[src/rtl/core/w4ge_pkg.sv]
// ----------------------------------------------------------------------------
// w4ge_pkg
// Shared types, division constants and glyph tables of the four-glyph
// word encoder.
// ----------------------------------------------------------------------------
package w4ge_pkg;

	// word layout
	localparam int WordW  = 16;
	localparam int ValueW = 15;
	localparam int GlyphW = 10;
	localparam int DigitW = 4;

	// reciprocal constants for the mixed-radix split
	localparam logic [15:0] RecipR = 16'd59653;   // ceil(2^27 / 2250)
	localparam int          ShiftR = 27;
	localparam logic [11:0] DivR   = 12'd2250;
	localparam logic [15:0] RecipC = 16'd55925;   // ceil(2^23 / 150)
	localparam int          ShiftC = 23;
	localparam logic [7:0]  DivC   = 8'd150;
	localparam logic [15:0] RecipN = 16'd52429;   // ceil(2^19 / 10)
	localparam int          ShiftN = 19;
	localparam logic [3:0]  DivN   = 4'd10;

	typedef logic [GlyphW-1:0] glyph_t;

	// four digits and the order select of one word
	typedef struct packed {
		logic [DigitW-1:0] r;
		logic [DigitW-1:0] c;
		logic [DigitW-1:0] n;
		logic [DigitW-1:0] b;
		logic              swap;
	} digits_t;

	// four code points in output order
	typedef struct packed {
		glyph_t g0;
		glyph_t g1;
		glyph_t g2;
		glyph_t g3;
	} glyph_set_t;

	// side information carried along the pipeline
	typedef struct packed {
		logic swap;
		logic fin;
	} side_t;

	// r digit table
	function automatic glyph_t glyph_r(input logic [DigitW-1:0] d);
		glyph_t g;
		case (d)
			4'd0:    g = 10'd114;
			4'd1:    g = 10'd82;
			4'd2:    g = 10'd340;
			4'd3:    g = 10'd341;
			4'd4:    g = 10'd342;
			4'd5:    g = 10'd343;
			4'd6:    g = 10'd344;
			4'd7:    g = 10'd345;
			4'd8:    g = 10'd422;
			4'd9:    g = 10'd528;
			4'd10:   g = 10'd529;
			4'd11:   g = 10'd530;
			4'd12:   g = 10'd531;
			4'd13:   g = 10'd588;
			4'd14:   g = 10'd589;
			default: g = '0;
		endcase
		return g;
	endfunction

	// c digit table
	function automatic glyph_t glyph_c(input logic [DigitW-1:0] d);
		glyph_t g;
		case (d)
			4'd0:    g = 10'd99;
			4'd1:    g = 10'd67;
			4'd2:    g = 10'd262;
			4'd3:    g = 10'd263;
			4'd4:    g = 10'd264;
			4'd5:    g = 10'd265;
			4'd6:    g = 10'd266;
			4'd7:    g = 10'd267;
			4'd8:    g = 10'd268;
			4'd9:    g = 10'd269;
			4'd10:   g = 10'd391;
			4'd11:   g = 10'd392;
			4'd12:   g = 10'd199;
			4'd13:   g = 10'd571;
			4'd14:   g = 10'd572;
			default: g = '0;
		endcase
		return g;
	endfunction

	// n digit table
	function automatic glyph_t glyph_n(input logic [DigitW-1:0] d);
		glyph_t g;
		case (d)
			4'd0:    g = 10'd110;
			4'd1:    g = 10'd78;
			4'd2:    g = 10'd323;
			4'd3:    g = 10'd324;
			4'd4:    g = 10'd325;
			4'd5:    g = 10'd326;
			4'd6:    g = 10'd327;
			4'd7:    g = 10'd328;
			4'd8:    g = 10'd413;
			4'd9:    g = 10'd414;
			4'd10:   g = 10'd209;
			4'd11:   g = 10'd504;
			4'd12:   g = 10'd505;
			4'd13:   g = 10'd544;
			4'd14:   g = 10'd565;
			default: g = '0;
		endcase
		return g;
	endfunction

	// b digit table
	function automatic glyph_t glyph_b(input logic [DigitW-1:0] d);
		glyph_t g;
		case (d)
			4'd0:    g = 10'd98;
			4'd1:    g = 10'd66;
			4'd2:    g = 10'd384;
			4'd3:    g = 10'd385;
			4'd4:    g = 10'd387;
			4'd5:    g = 10'd388;
			4'd6:    g = 10'd389;
			4'd7:    g = 10'd223;
			4'd8:    g = 10'd222;
			4'd9:    g = 10'd254;
			default: g = '0;
		endcase
		return g;
	endfunction

endpackage

[src/rtl/core/word_to_four_glyph_encoder_unit.sv]
// ----------------------------------------------------------------------------
// word_to_four_glyph_encoder_unit
// Encodes one 16-bit word into four 10-bit code points per request.
// ----------------------------------------------------------------------------
// The unit takes one request per clock cycle while in_stall is low and
// returns one result per request, in order, from a six-stage pipeline: a
// reciprocal multiply for the top digit, its remainder, a reciprocal
// multiply for the second digit, its remainder, a reciprocal multiply for
// the third digit, and the last digit with the table lookup and ordering
// into the output register. Each stage holds its own valid bit, so a stall
// on the result side fills empty stages first and reaches in_stall only
// once every stage holds a request.
module word_to_four_glyph_encoder_unit (
	input  logic                           clk,
	input  logic                           arst_n,
	// request channel
	input  logic                           in_valid,
	output logic                           in_stall,
	input  logic [w4ge_pkg::WordW-1:0]     word,
	input  logic                           final_word,
	// result channel
	output logic                           out_valid,
	input  logic                           out_stall,
	output logic [w4ge_pkg::GlyphW-1:0]    glyph0,
	output logic [w4ge_pkg::GlyphW-1:0]    glyph1,
	output logic [w4ge_pkg::GlyphW-1:0]    glyph2,
	output logic [w4ge_pkg::GlyphW-1:0]    glyph3,
	output logic                           final_out
);

	localparam int ProdRW = w4ge_pkg::ValueW + 16;
	localparam int ProdCW = 12 + 16;
	localparam int ProdNW = 8 + 16;

	// stage valid bits and readiness
	logic valid_s1, valid_s2, valid_s3, valid_s4, valid_s5, valid_s6;
	logic rdy1, rdy2, rdy3, rdy4, rdy5, rdy6;

	// stage payload
	logic [ProdRW-1:0]               prod_r_s1;
	logic [w4ge_pkg::ValueW-1:0]     v_s1;
	w4ge_pkg::side_t                 side_s1;

	logic [w4ge_pkg::DigitW-1:0]     r_s2;
	logic [11:0]                     rem1_s2;
	w4ge_pkg::side_t                 side_s2;

	logic [w4ge_pkg::DigitW-1:0]     r_s3, c_s3;
	logic [11:0]                     rem1_s3;
	w4ge_pkg::side_t                 side_s3;

	logic [w4ge_pkg::DigitW-1:0]     r_s4, c_s4;
	logic [7:0]                      rem2_s4;
	w4ge_pkg::side_t                 side_s4;

	logic [w4ge_pkg::DigitW-1:0]     r_s5, c_s5, n_s5;
	logic [7:0]                      rem2_s5;
	w4ge_pkg::side_t                 side_s5;

	w4ge_pkg::glyph_set_t            glyphs_s6;
	logic                            fin_s6;

	// combinational stage results
	logic [w4ge_pkg::ValueW-1:0]     rprod_w;
	logic [w4ge_pkg::DigitW-1:0]     r_w;
	logic [ProdCW-1:0]               prod_c_w;
	logic [11:0]                     cprod_w;
	logic [ProdNW-1:0]               prod_n_w;
	logic [7:0]                      nprod_w;
	logic [w4ge_pkg::DigitW-1:0]     b_w;
	w4ge_pkg::digits_t               digits_w;
	w4ge_pkg::glyph_set_t            glyphs_w;

	// ready chain, a stage moves when it is empty or the next one moves
	assign rdy6     = !valid_s6 || !out_stall;
	assign rdy5     = !valid_s5 || rdy6;
	assign rdy4     = !valid_s4 || rdy5;
	assign rdy3     = !valid_s3 || rdy4;
	assign rdy2     = !valid_s2 || rdy3;
	assign rdy1     = !valid_s1 || rdy2;
	assign in_stall = !rdy1;

	// valid bits
	always_ff @(posedge clk or negedge arst_n) begin
		if (!arst_n) begin
			valid_s1 <= 1'b0;
			valid_s2 <= 1'b0;
			valid_s3 <= 1'b0;
			valid_s4 <= 1'b0;
			valid_s5 <= 1'b0;
			valid_s6 <= 1'b0;
		end else begin
			if (rdy1) valid_s1 <= in_valid;
			if (rdy2) valid_s2 <= valid_s1;
			if (rdy3) valid_s3 <= valid_s2;
			if (rdy4) valid_s4 <= valid_s3;
			if (rdy5) valid_s5 <= valid_s4;
			if (rdy6) valid_s6 <= valid_s5;
		end
	end

	// stage 1: reciprocal multiply for the top digit
	always_ff @(posedge clk) begin
		if (rdy1 && in_valid) begin
			prod_r_s1    <= ProdRW'(word[w4ge_pkg::ValueW-1:0]) *
			                ProdRW'(w4ge_pkg::RecipR);
			v_s1         <= word[w4ge_pkg::ValueW-1:0];
			side_s1.swap <= word[w4ge_pkg::WordW-1];
			side_s1.fin  <= final_word;
		end
	end

	// stage 2: top digit and its remainder
	assign r_w     = prod_r_s1[w4ge_pkg::ShiftR +: w4ge_pkg::DigitW];
	assign rprod_w = w4ge_pkg::ValueW'(r_w) * w4ge_pkg::ValueW'(w4ge_pkg::DivR);

	always_ff @(posedge clk) begin
		if (rdy2 && valid_s1) begin
			r_s2    <= r_w;
			rem1_s2 <= 12'(v_s1 - rprod_w);
			side_s2 <= side_s1;
		end
	end

	// stage 3: reciprocal multiply for the second digit
	assign prod_c_w = ProdCW'(rem1_s2) * ProdCW'(w4ge_pkg::RecipC);

	always_ff @(posedge clk) begin
		if (rdy3 && valid_s2) begin
			r_s3    <= r_s2;
			c_s3    <= prod_c_w[w4ge_pkg::ShiftC +: w4ge_pkg::DigitW];
			rem1_s3 <= rem1_s2;
			side_s3 <= side_s2;
		end
	end

	// stage 4: remainder below 150
	assign cprod_w = 12'(c_s3) * 12'(w4ge_pkg::DivC);

	always_ff @(posedge clk) begin
		if (rdy4 && valid_s3) begin
			r_s4    <= r_s3;
			c_s4    <= c_s3;
			rem2_s4 <= 8'(rem1_s3 - cprod_w);
			side_s4 <= side_s3;
		end
	end

	// stage 5: reciprocal multiply for the third digit
	assign prod_n_w = ProdNW'(rem2_s4) * ProdNW'(w4ge_pkg::RecipN);

	always_ff @(posedge clk) begin
		if (rdy5 && valid_s4) begin
			r_s5    <= r_s4;
			c_s5    <= c_s4;
			n_s5    <= prod_n_w[w4ge_pkg::ShiftN +: w4ge_pkg::DigitW];
			rem2_s5 <= rem2_s4;
			side_s5 <= side_s4;
		end
	end

	// stage 6: last digit, lookup and ordering
	assign nprod_w = 8'(n_s5) * 8'(w4ge_pkg::DivN);
	assign b_w     = w4ge_pkg::DigitW'(rem2_s5 - nprod_w);

	assign digits_w.r    = r_s5;
	assign digits_w.c    = c_s5;
	assign digits_w.n    = n_s5;
	assign digits_w.b    = b_w;
	assign digits_w.swap = side_s5.swap;

	w4ge_glyph_map u_glyph_map (
		.digits (digits_w),
		.glyphs (glyphs_w)
	);

	always_ff @(posedge clk) begin
		if (rdy6 && valid_s5) begin
			glyphs_s6 <= glyphs_w;
			fin_s6    <= side_s5.fin;
		end
	end

	// result port
	assign out_valid = valid_s6;
	assign glyph0    = glyphs_s6.g0;
	assign glyph1    = glyphs_s6.g1;
	assign glyph2    = glyphs_s6.g2;
	assign glyph3    = glyphs_s6.g3;
	assign final_out = fin_s6;

`ifndef ASSERT_OFF
	// an accepted request always lands in the first stage
	a_accept_fills_s1: assert property (@(posedge clk) disable iff (!arst_n)
		in_valid && !in_stall |=> valid_s1)
		else $error("accepted request did not reach stage 1");

	// top digit stays inside its table and remainder below 2250
	a_rem1_range: assert property (@(posedge clk) disable iff (!arst_n)
		valid_s2 |-> (r_s2 <= 4'd14) && (rem1_s2 < w4ge_pkg::DivR))
		else $error("top digit or its remainder out of range");

	// second digit stays inside its table and remainder below 150
	a_rem2_range: assert property (@(posedge clk) disable iff (!arst_n)
		valid_s4 |-> (c_s4 <= 4'd14) && (rem2_s4 < w4ge_pkg::DivC))
		else $error("second digit or its remainder out of range");

	// third digit is the exact quotient by ten
	a_last_digit: assert property (@(posedge clk) disable iff (!arst_n)
		valid_s5 |-> (rem2_s5 >= nprod_w) && (b_w < w4ge_pkg::DivN))
		else $error("third digit quotient is wrong");

	// a held result keeps the pipeline from overwriting it
	a_hold_result: assert property (@(posedge clk) disable iff (!arst_n)
		valid_s6 && out_stall |=> $stable(glyphs_s6) && $stable(fin_s6))
		else $error("stalled result changed");
`endif

endmodule

[src/rtl/core/w4ge_glyph_map.sv]
// ----------------------------------------------------------------------------
// w4ge_glyph_map
// Looks up the code point of each digit and puts the four code points in
// output order, swapping the two halves when the top word bit is set.
// ----------------------------------------------------------------------------
module w4ge_glyph_map (
	input  w4ge_pkg::digits_t    digits,
	output w4ge_pkg::glyph_set_t glyphs
);

	w4ge_pkg::glyph_t gr, gc, gn, gb;

	// per-digit table lookup
	assign gr = w4ge_pkg::glyph_r(digits.r);
	assign gc = w4ge_pkg::glyph_c(digits.c);
	assign gn = w4ge_pkg::glyph_n(digits.n);
	assign gb = w4ge_pkg::glyph_b(digits.b);

	// output order
	always_comb begin
		if (digits.swap) begin
			glyphs.g0 = gn;
			glyphs.g1 = gb;
			glyphs.g2 = gr;
			glyphs.g3 = gc;
		end else begin
			glyphs.g0 = gr;
			glyphs.g1 = gc;
			glyphs.g2 = gn;
			glyphs.g3 = gb;
		end
	end

endmodule
[config.mk]
export PLATFORM = sky130hd
export DESIGN_NAME = word_to_four_glyph_encoder_unit
export DESIGN_NICKNAME = d
export VERILOG_FILES = /design/src/rtl/core/w4ge_pkg.sv /design/src/rtl/core/word_to_four_glyph_encoder_unit.sv /design/src/rtl/core/w4ge_glyph_map.sv
export SDC_FILE = /design/constraint.sdc
export NUM_CORES = 1
export LEC_CHECK = 0
export BUFFER_PORTS_ARGS = -buffer_cell sky130_fd_sc_hd__buf_2
export CAP_MARGIN = 20
export CORE_AREA = 2 2 187 189
export CTS_CLUSTER_SIZE = 24
export DETAILED_ROUTE_END_ITERATION = 16
export DIE_AREA = 0 0 189 191
export PLACE_DENSITY_LB_ADDON = 0.2
export SLEW_MARGIN = 20
export SYNTH_ARGS = -nofsm -noshare
export SYNTH_HDL_FRONTEND = slang
export SYNTH_SLANG_ARGS = --single-unit
export TNS_END_PERCENT = 5
[constraint.sdc]
create_clock -name clk -period 6.8 [get_ports clk]
set_input_delay 0.68 -clock clk [delete_from_list [all_inputs] [get_ports clk]]
set_output_delay 0.68 -clock clk [all_outputs]
set_load 0.1 [all_outputs]
* Word level (Yosys, flattened, before mapping) *
Memories as Yosys holds them, arrays and structs flattened. A register that Yosys moved wholly into a read port is not among the register bits.
Index checks and enable logic that the tools add are counted.

word-level totals
  register bits after elaboration = 164
  bits in read-only memories = 624
  input bits = 21
  output and inout port bits = 43
  word-level logic and storage cells = 72
  memories = 4

memory list
  name              words  bits a word  rd ports  clocked after Yosys merged registers in  wr ports  RTL line         text
  (name not given)  16     10           1         1                                        0         w4ge_pkg.sv:101  case (d)
  (name not given)  16     10           1         1                                        0         w4ge_pkg.sv:77   case (d)
  (name not given)  16     10           1         1                                        0         w4ge_pkg.sv:53   case (d)
  (name not given)  16     9            1         0                                        0         w4ge_pkg.sv:125  case (d)

operators by class
  $add $sub $neg = 3
  multiply operators = 6
  muxes and demuxes = 4
  reduce and logical (&&, ||, !) cells = 20

operators by type and width
  cell                                                 number
  2-to-1 mux 40 bit                                    1
  multiplier 15 x 16 -> 31 bit, second input constant  1
  multiplier 12 x 16 -> 27 bit, second input constant  1
  multiplier 8 x 16 -> 23 bit, second input constant   1
  2-to-1 mux 4 bit                                     3
  subtractor 12 bit                                    1
  multiplier 4 x 11 -> 11 bit, second input constant   1
  logical NOT 1 bit                                    8
  subtractor 8 bit                                     1
  multiplier 4 x 7 -> 7 bit, second input constant     1
  logical AND 1 bit                                    6
  logical OR 1 bit                                     6
  multiplier 4 x 3 -> 3 bit, second input constant     1
  subtractor 4 bit                                     1

* Logic depth before layout (Yosys ltp) *
  word-level depth = 8
  mapped depth = 20
  gate-level depth less buffers = 20

* Hierarchy *
A second synthesis with hierarchy kept.

second synthesis, totals
  cells, all modules = 1282
  area total of the unflattened synthesis = 14596.5 um^2

by module, submodules not included
  module                           times used  cells an instance  area an instance (um^2)  sequential area each (um^2)
  word_to_four_glyph_encoder_unit  1           1100               13294.0                  4083.9
  w4ge_glyph_map                   1           182                1302.5                   0.0

* Worst setup path before layout *
No wires, ideal clock.

  kind = input-to-reg
  from = input word[0] in the netlist's numbering
  to = register prod_r_s1[30], data pin
  library setup time = 0.264 ns
  arrival = 4.904 ns
  setup slack = 1.632 ns
  stages on the path = 19
  cells stage by stage = inv_1 -> fa_1 -> inv_1 -> ha_1 -> ha_1 -> fa_1 -> fa_1 -> inv_1 -> fa_1 -> inv_1 -> ha_1 -> a21o_1 -> a21oi_1 -> nor2b_1 -> o31ai_1 -> a31oi_1 -> a211o_1 -> o31ai_1 -> xnor2_1

between the ends
  cells in the longest elaborated chain, start to end = 1

RTL lines
  what                          RTL line                                text
  start, declared               word_to_four_glyph_encoder_unit.sv:19   input logic [w4ge_pkg::WordW-1:0] word,
  multiplier 15 x 16 -> 31 bit  word_to_four_glyph_encoder_unit.sv:105  prod_r_s1 <= ProdRW'(word[w4ge_pkg::ValueW-1:0]) *
  end signal, assigned          word_to_four_glyph_encoder_unit.sv:105
  end, declared                 word_to_four_glyph_encoder_unit.sv:40   logic [ProdRW-1:0] prod_r_s1;

Every way passes these cells.
A chain may end at the register's enable or synchronous reset.

* Worst setup path in the final report *
  from = register rem1_s2[7]
  to = register c_s3[3] in the netlist's numbering, data pin

between the ends
  cells in the longest elaborated chain, start to end = 1

RTL lines
  what                          RTL line                                text
  start, declared               word_to_four_glyph_encoder_unit.sv:45   logic [11:0] rem1_s2;
  start signal, assigned        word_to_four_glyph_encoder_unit.sv:120  rem1_s2 <= 12'(v_s1 - rprod_w);
  multiplier 12 x 16 -> 27 bit  word_to_four_glyph_encoder_unit.sv:126  assign prod_c_w = ProdCW'(rem1_s2) * ProdCW'(w4ge_pkg::RecipC);
  named net prod_c_w[26]        word_to_four_glyph_encoder_unit.sv:66   logic [ProdCW-1:0] prod_c_w;
  end signal, assigned          word_to_four_glyph_encoder_unit.sv:131  c_s3 <= prod_c_w[w4ge_pkg::ShiftC +: w4ge_pkg::DigitW];
  end, declared                 word_to_four_glyph_encoder_unit.sv:48   logic [w4ge_pkg::DigitW-1:0] r_s3, c_s3;

The timed path passes the listed nets, and every way through them passes these cells.

==> reports/metrics.yaml <==
yosys:
  synth_top_family_by_area: "adder cells"
  synth.net_count: 1778
  syn_area_um2: 15100
  synthTopCellsByArea: "ha_1, edfxtp_1, fa_1, inv_1, dfxtp_1"
  synth_edf_count: 131
  syn_avg_cell_area_um2: 11.6
  syn_inst: 1299
  yosysSeqAreaShare_pct: 30.9
  synth_xor_area_share_pct: 3.01
  synth_compound_area_share_pct: 6.12
  synth_warnings: 0
  yosysMostFrequentCell: "ha_1"
  ys_types: 59
  synth_top_cell_area_share_pct: 26.8
  yosysTopAreaCell: "ha_1"
  synth_flop_cell: "edfxtp_1"
  synthAdderAreaFrac_pct: 44.7
  synth_common_cells: "ha_1, inv_1, fa_1"
  async_flop_share_pct: 3.61
  synthSimpleGateAreaFrac_pct: 4.36
  ys_ff_latch: 166
  synth.area.mux_share_pct: 3.44
detailed_routing:
  ant_nets: 0
  drt_iter0_markers: 277
  routed_wl_um: 26800
  dr_total_vias: 8970
  post-route-drc-count: 0
  avgViaCountPerCell: 4.87
  wl_per_cell_um: 14.6
  first_pass_iters: 4
die:
  core_area_um2: 34100
  fp.dieW_um: 189
  ios: 64
  chipHeight_um: 191
  die_area_um2: 36100
  fp-row-count: 68
  start_util_pct: 44.2
timing:
  relSlewSlack_pct: 31.3
  drv_slew: 0
  post-route-period-util_pct: 77.9
  setup_viol: 0
  tightest_slew_ns: 1.00
  finalHoldViolCount: 0
  whs_ns: 0.0513
  fin_skew_ns: 0.0104
  period_needed_ns: 5.30
  fmax_ghz: 0.189
  rsz0062_at_grt: "false"
  finalSetupTns_ns: 0
  setup_slack_ns: 1.50
min_path:
  hold_path_class: "input pin to asynchronous set/reset pin"
clock_tree:
  root_buffer: "clkbuf_16"
  cts_tree: "built"
  clk_latency_ns: 0.43
  cts_hold_buf: 0
  cts.htree.levels: 4
  clk_path_buf_depth: 2
  cts_setup_buffers: 0
  cts.clk_slew.worst_paths_ns: 0.07
  cts_buffers: 17
  cts_num_sinks: 166
  post_cts_resized: 0
worst_setup_path:
  required_ns: 6.99
  startpoint: "rem1_s2[7]"
  worst-setup-path-type: "register to register"
  crit_chain: "inv_1, fa_1, inv_1, fa_1, fa_1, inv_1, fa_1, fa_1, inv_1, ha_1, a21o_1, a211oi_1, o211ai_1, a21oi_1, o21ai_0, a21o_1, a21oi_1, xnor2_1"
  cp_max_fo: 6
  cp.arrival_ns: 5.49
  ff2ff_setup_slack_ns: 1.50
  end_kind: "register"
  r2r_start: "rem1_s2[7]"
  ff2ff_path_depth: 18
  crit_top_cell: "fa_1"
  crit_path_start_kind: "register"
  cpPeakStageDelay_ns: 0.55
  cp_slowest_cell: "fa_1"
run:
  cap_violations: 0
cells_and_area:
  fin_nets: 1853
  syn2layout_area_growth_pct: 9.65
  num_antenna_cells: 0
  drive_gt1_share_pct: 10.5
  stdcell_area_um2: 16600
global_route:
  globalRouteOverflowTotal: 0
  track_usage_pct: 15.8
  antenna_found_initial: 1
  grt_pass1_wl_um: 45500
  grt_max_degree: 49
  first_global_vias: 9264
placed_design:
  hpwl_um: 22600
  place_area_um2: 16000
  place.gp.congestion: 0.870
  dp_slack_ns: 1.20
  io_buffer_count: 63
run_status:
  status: "finished, final reports clean"
-- critical path, delay by kind of cell (launching register included) --
kind                     cells  cell delay (ns)
AO/OA/AOI/OAI                7             1.35
XOR/XNOR                     1             0.08
buffers and inverters        4             0.32
adder cells (fa/ha/maj)      6             2.80
flip-flops                   1             0.51
-- cell families after synthesis --
family                     count (synthesis)
AOI/OAI and AO/OA                        140
xor gates and xnor gates                  51
adders and majority gates                458
buffers and inverters                    301
DFF                                      166
muxes                                     46
and+or+nand+nor                          137
-- per-stage QoR --
step | utilization, % | cells
floorplan | - | 1299
global placement | 46.8 | 1810
detailed placement | 46.8 | 1810
CTS | 48.5 | 1842
global route | 48.5 | 1842
finish | 48.5 | 1842
-- flip-flops by register name (all words and copies together) (netlist names), 6 cells and up --
name,flops
glyph0,10
glyph1,10
glyph2,10
glyph3,10
prod_r_s1,6
rem1_s2,12
rem1_s3,8
rem2_s4,8
u_glyph_map.gc,9
u_glyph_map.gn,10
u_glyph_map.gr,10
v_s1,10
-- layout make-up --
cell class,count,area [um^2]
clock inverters,15,153
clock buffers,17,425
well taps,455,569
inverters,291,1090
repair buffers,66,338
fillers,3106,17600
multi-input cells,832,9310
flip-flops and latches,166,4660
-- final timing paths --
kind	to
min in group clk	side_s1[0]
max	c_s3[3]
max in group asynchronous	valid_s3
max reg2reg	c_s3[3]
min	out_valid
min reg2reg	side_s5[0]
-- layer usage --
layer	wire, um	GRT usage, %	vias up	part of all wire (%)
li1	-	-	4505	-
met5	11	0	-	0.041
met4	408	4.39	2	1.5
met3	793	2.07	28	3.0
met2	13100	27.0	115	49
met1	12500	21.3	4320	47
-- cells in the final DEF (no fill, tap or decap), types with 17 or more instances in the layout --
| master | count |
|---|---|
| a21oi_1 | 31 |
| buf_2 | 63 |
| clkbuf_16 | 17 |
| dfxtp_1 | 29 |
| edfxtp_1 | 131 |
| fa_1 | 135 |
| ha_1 | 323 |
| inv_1 | 289 |
| mux2_2 | 30 |
| nand2_1 | 33 |
| nor2_1 | 40 |
| o21ai_0 | 33 |
| xnor2_1 | 35 |
Power is left out: the tool's default activity adds up to more than one toggle a clock period on the data nets, which glitch-free logic cannot reach.
